## config.mk

```make
export PLATFORM = sky130hd
export DESIGN_NAME = vbrf_desc_ram
export DESIGN_NICKNAME = d
export VERILOG_FILES = /design/src/rtl/vbrf_pkg.sv /design/src/rtl/vbrf_desc_ram.sv
export SDC_FILE = /design/constraint.sdc
export NUM_CORES = 1
export LEC_CHECK = 0
export ABC_AREA = 1
export BUFFER_PORTS_ARGS = -buffer_cell sky130_fd_sc_hd__buf_2
export CORE_MARGIN = 8
export CORE_UTILIZATION = 44
export DETAILED_ROUTE_END_ITERATION = 12
export PLACE_DENSITY = 0.6
export SYNTH_ARGS = -nofsm -noshare
export SYNTH_HDL_FRONTEND = slang
export SYNTH_SLANG_ARGS = --single-unit
export TNS_END_PERCENT = 10
```

## constraint.sdc

```tcl
create_clock -name clk -period 2.44 [get_ports clk]
set_input_delay 0.122 -clock clk [delete_from_list [all_inputs] [get_ports clk]]
set_output_delay 0.122 -clock clk [all_outputs]
set_load 0.03 [all_outputs]
```

## src/rtl/vbrf_pkg.sv

```systemverilog
`default_nettype none

package vbrf_pkg;

	localparam int RING_BYTES = 4096;
	localparam int MAX_BLOCKS = 64;

	localparam int BYTE_AW = $clog2(RING_BYTES);
	localparam int LEN_W   = BYTE_AW + 1;
	localparam int DESC_AW = $clog2(MAX_BLOCKS);
	localparam int CNT_W   = DESC_AW + 1;

	typedef enum logic [1:0] {
		CMD_PUSH    = 2'd0,
		CMD_POP     = 2'd1,
		CMD_POP_CLR = 2'd2,
		CMD_READ    = 2'd3
	} cmd_t;

	// One write and one read access per cycle on the byte ring.
	typedef struct packed {
		logic               we;
		logic [BYTE_AW-1:0] waddr;
		logic [7:0]         wdata;
		logic               re;
		logic [BYTE_AW-1:0] raddr;
	} byte_req_t;

	// One write and one read access per cycle on the length queue.
	typedef struct packed {
		logic               we;
		logic [DESC_AW-1:0] waddr;
		logic [LEN_W-1:0]   wdata;
		logic               re;
		logic [DESC_AW-1:0] raddr;
	} desc_req_t;

endpackage

`default_nettype wire

```

## src/rtl/vbrf_desc_ram.sv

```systemverilog
`default_nettype none

module vbrf_desc_ram
	import vbrf_pkg::*;
(
	input  wire logic       clk,
	input  wire desc_req_t  req,
	output logic [LEN_W-1:0] rdata
);

	logic [LEN_W-1:0] mem [MAX_BLOCKS];

	always_ff @(posedge clk) begin
		if (req.we) begin
			mem[req.waddr] <= req.wdata;
		end
		if (req.re) begin
			rdata <= mem[req.raddr];
		end
	end

endmodule

`default_nettype wire

```

After elaboration in Yosys (flattened, before gate mapping)
Memory sizes are Yosys's and may differ from the RTL's. A register that Yosys moved wholly into a read port is not among the register bits.
Cells that the tools add are included.

word-level totals
  memories kept = 1
  output and inout port bits = 13
  input port bits = 28
  flip-flop bits (word level) = 0
  word-level logic and storage cells = 3
  bits in writable memories = 832

cells by class
  muxes and demuxes = 2

memory list
  name  words  width  read ports  clocked after memory_dff  write ports  RTL line             RTL
  mem   64     13     1           1                         1            vbrf_desc_ram.sv:11  logic [LEN_W-1:0] mem [MAX_BLOCKS];

operators by type and width
  cell              count
  1-bit 2-to-1 mux  2

Logic depth before layout (Yosys ltp)
  depth after elaboration = 2
  depth in mapped cells = 12
  gate-level depth less buffers = 9

Worst setup path before layout
OpenSTA, ideal clock, no wires.

  path kind = input to register
  start point = input port req[26] in the netlist's numbering
  end point = memory mem[48][0] in the netlist's numbering, enable pin
  path buffers = 1
  setup time = 417 ps
  data required time = 2023 ps
  arrival time = 1963 ps
  stages = 3
  setup slack = 59 ps
  cell sequence = clkbuf_1 -> nand4_1 -> nor4_1

between the ends
  longest elaborated chain between the ends = 2

RTL lines
  element                                 RTL line             RTL
  from (decl)                             vbrf_desc_ram.sv:7   input wire desc_req_t req,
  1-bit 2-to-1 mux                        vbrf_desc_ram.sv:14  if (req.we) begin
  1-bit 2-to-1 mux (implied by the code)  vbrf_desc_ram.sv:15  mem[req.waddr] <= req.wdata;
  to (decl)                               vbrf_desc_ram.sv:11

No other way between the ends.

==> flow_summary.ini <==
[place]
detailed_placer_s_ending_hpwl_um = 55450
dpl_worst_slack_ns = 0.2721
io_buffer_count = 40
placement.cell_area_sq_um = 36280
placed_cells_incl_taps = 3915
finalWeightedCongestion = 0.8432

[pwr]
worst_supply_voltage_drop_on_vdd_mv = 0.5730
leakage_uw = 0.01413
total_power_per_unit_cell_area_nw_per_um2 = 799.3

[floorplanning]
floorplan.die.height_um = 294.6
die-area_sq_um = 86790
initial_utilization_pct = 44.23
rows = 102
die_width_um = 294.6
io_pins = 41
core-area_sq_um = 77210

[final_layout]
drive_gt1_share_pct = 10.38
finalNonFillerCells = 4079
most_frequent_standard_cell_in_the_layout_excluding_fill_and_tap_cells = sky130_fd_sc_hd__nand2_1
mostFrequentLayoutCells = 1,053 x sky130_fd_sc_hd__nand2_1, 845 x sky130_fd_sc_hd__edfxtp_1, 709 x sky130_fd_sc_hd__nand3_1, 113 x sky130_fd_sc_hd__buf_4, 91 x sky130_fd_sc_hd__clkbuf_16
fin_area_sq_um = 39110
num-nets-final = 2995
layout_stage_area_growth_over_the_synthesis_result_pct = 14.51

[clock_tree]
cts_tree = yes
worst_skew_pair.late_latency_ns = 0.64
cts_resized = 0
clock-sinks = 845
numCtsBuffers = 87
cts_setup_buffers = 0
clock_tree.buffer_depth = 3
root_buffer = sky130_fd_sc_hd__clkbuf_16
number_of_buffers_inserted_by_hold_repair_at_cts = 3
clock_tree.htree_level_count = 3
worst_setup_hold_path_clk_slew_ns = 0.06

[routing]
first_iter_violations = 2442
remaining_antenna_violation_count = 0
post_drt_wl_per_cell_um = 23.18
routed-via-count = 22710
drc_errors_left = 0
routed_wl_um = 94570
drt_pass1_iterations = 5
via_per_inst = 5.568

[global_route]
first_global_vias = 22190
grt_start_max_net_pins = 101
global_route.usage.total_pct = 21.63
grt_pass1_wl_um = 141500
total_gr_overflow = 0
antenna_violations_before_repair = 8

[setup_path]
critical_path.endpoint_type = flip-flop
critical_path_arrival_ns = 2.06
critPathKind = reg -> reg
worstPathMaxFanout = 1
worstSetupStartpointType = flip-flop
crit_required_ns = 2.82

[outcome]
result_of_the_run = complete, no violations

[yosys]
synth_area_leader_cell = sky130_fd_sc_hd__edfxtp_1
synth.yosys.seq_area_share_pct = 74.30
ys_warn_count = 0
synth_cells = 2874
synth.top_cells.by_area = sky130_fd_sc_hd__edfxtp_1 74%, sky130_fd_sc_hd__nand2_1 12%, sky130_fd_sc_hd__nand3_1 10%
netlist_area_sq_um = 34150
synth.net_count = 2902
yosysTopAreaCellShare_pct = 74.30
post_synth.cell_area_avg_sq_um = 11.88
count_of_unique_library_cells_instantiated_by_yosys = 14
postSynthRegisterBits = 845

[timing]
relSlewSlack_pct = 24.97
final.period_utilization_pct = 69.06
postLayoutSetupSlackWorst_ns = 0.7550
final_hold_violation_count = 0
fin_setup_tns_ns = 0
final_min_period_ns = 1.685
clock.fmax_ghz = 0.5935
timing_max_transition_violations_final = 0
grt_setup_unrepaired = no
setup_violations = 0
worst_slew_pin_slew_ns = 1.119
worst_skew_ns = 0.02152

[job]
max_cap_viol_count = 0

[min_path]
timing.hold.worst.class = in -> reg
synth_stat cells, drive strengths merged:
master / number
buf: 152
clkbuf: 30
clkinv: 2
edfxtp: 845
inv: 10
nand2: 1053
nand3: 709
nand4: 9
nor2: 56
nor4: 8
registers in the layout, summed over array words and instances, names as in the netlist:
name   flops
rdata     13
mem      832
critical path: stages, from the launching register on:
cell                       delay [ns]
sky130_fd_sc_hd__edfxtp_1        0.36
sky130_fd_sc_hd__nand2_1         0.07
sky130_fd_sc_hd__nand3_1         0.07
sky130_fd_sc_hd__nand3_1         0.10
sky130_fd_sc_hd__nand2_1         0.12
sky130_fd_sc_hd__nand2_1         0.10
sky130_fd_sc_hd__nand3_1         0.16
sky130_fd_sc_hd__nand3_1         0.33
sky130_fd_sc_hd__nand2_1         0.10
worst paths after layout:
kind	startpoint	to	slack [ns]	depth (start not counted)
min	req[10]	mem[58][3]$_DFFE_PP_	0.01	2
max	mem[31][2]$_DFFE_PP_	rdata[2]$_DFFE_PP_	0.76	8
max reg2reg	mem[31][2]$_DFFE_PP_	rdata[2]$_DFFE_PP_	0.76	8
min reg2reg	mem[60][0]$_DFFE_PP_	rdata[0]$_DFFE_PP_	0.86	8
cells by family (layout without fill, tap and decap cells):
group / Yosys count / count (layout) / synth area share (%)
simple gates: 1835 / 1835 / 22.89
flops: 845 / 845 / 74.30
buf+inv: 194 / 356 / 2.810
other cells: 0 / 3 / 0
metal layers:
metal	track usage, %	wire length, um
met5	0	26
met4	7.469	2767
met2	33.58	43320
met3	4.111	8432
met1	30.51	40020
power by group:
group / total (uW) / switching [uW] / internal (uW)
combinational: 2030 / 1500 / 524
sequential: 16100 / 50.6 / 16100
clock: 13100 / 5440 / 7640
total: 31300 / 6990 / 24300
layout make-up:
class	instances	area [sq um]
diodes	3	7.507
clock buffers	110	2349
clock inverters	48	437.9
fillers	6676	38100
inverters	12	60.06
multi-input cells	1835	7868
flip-flops and latches	845	25370
well taps	1040	1301
repair buffers	186	1710
metrics by stage:
step	total power, uW	utilization, %	hold WS, ns
2_1_floorplan	17500	-	0.2209
3_3_place_gp	18440	46.99	0.4829
3_5_place_dp	18460	46.99	0.4739
4_1_cts	31450	50.64	0.002959
5_1_grt	32150	50.65	0.02327
6_report	31260	50.65	0.01109
(Power assumes the default switching activity.)
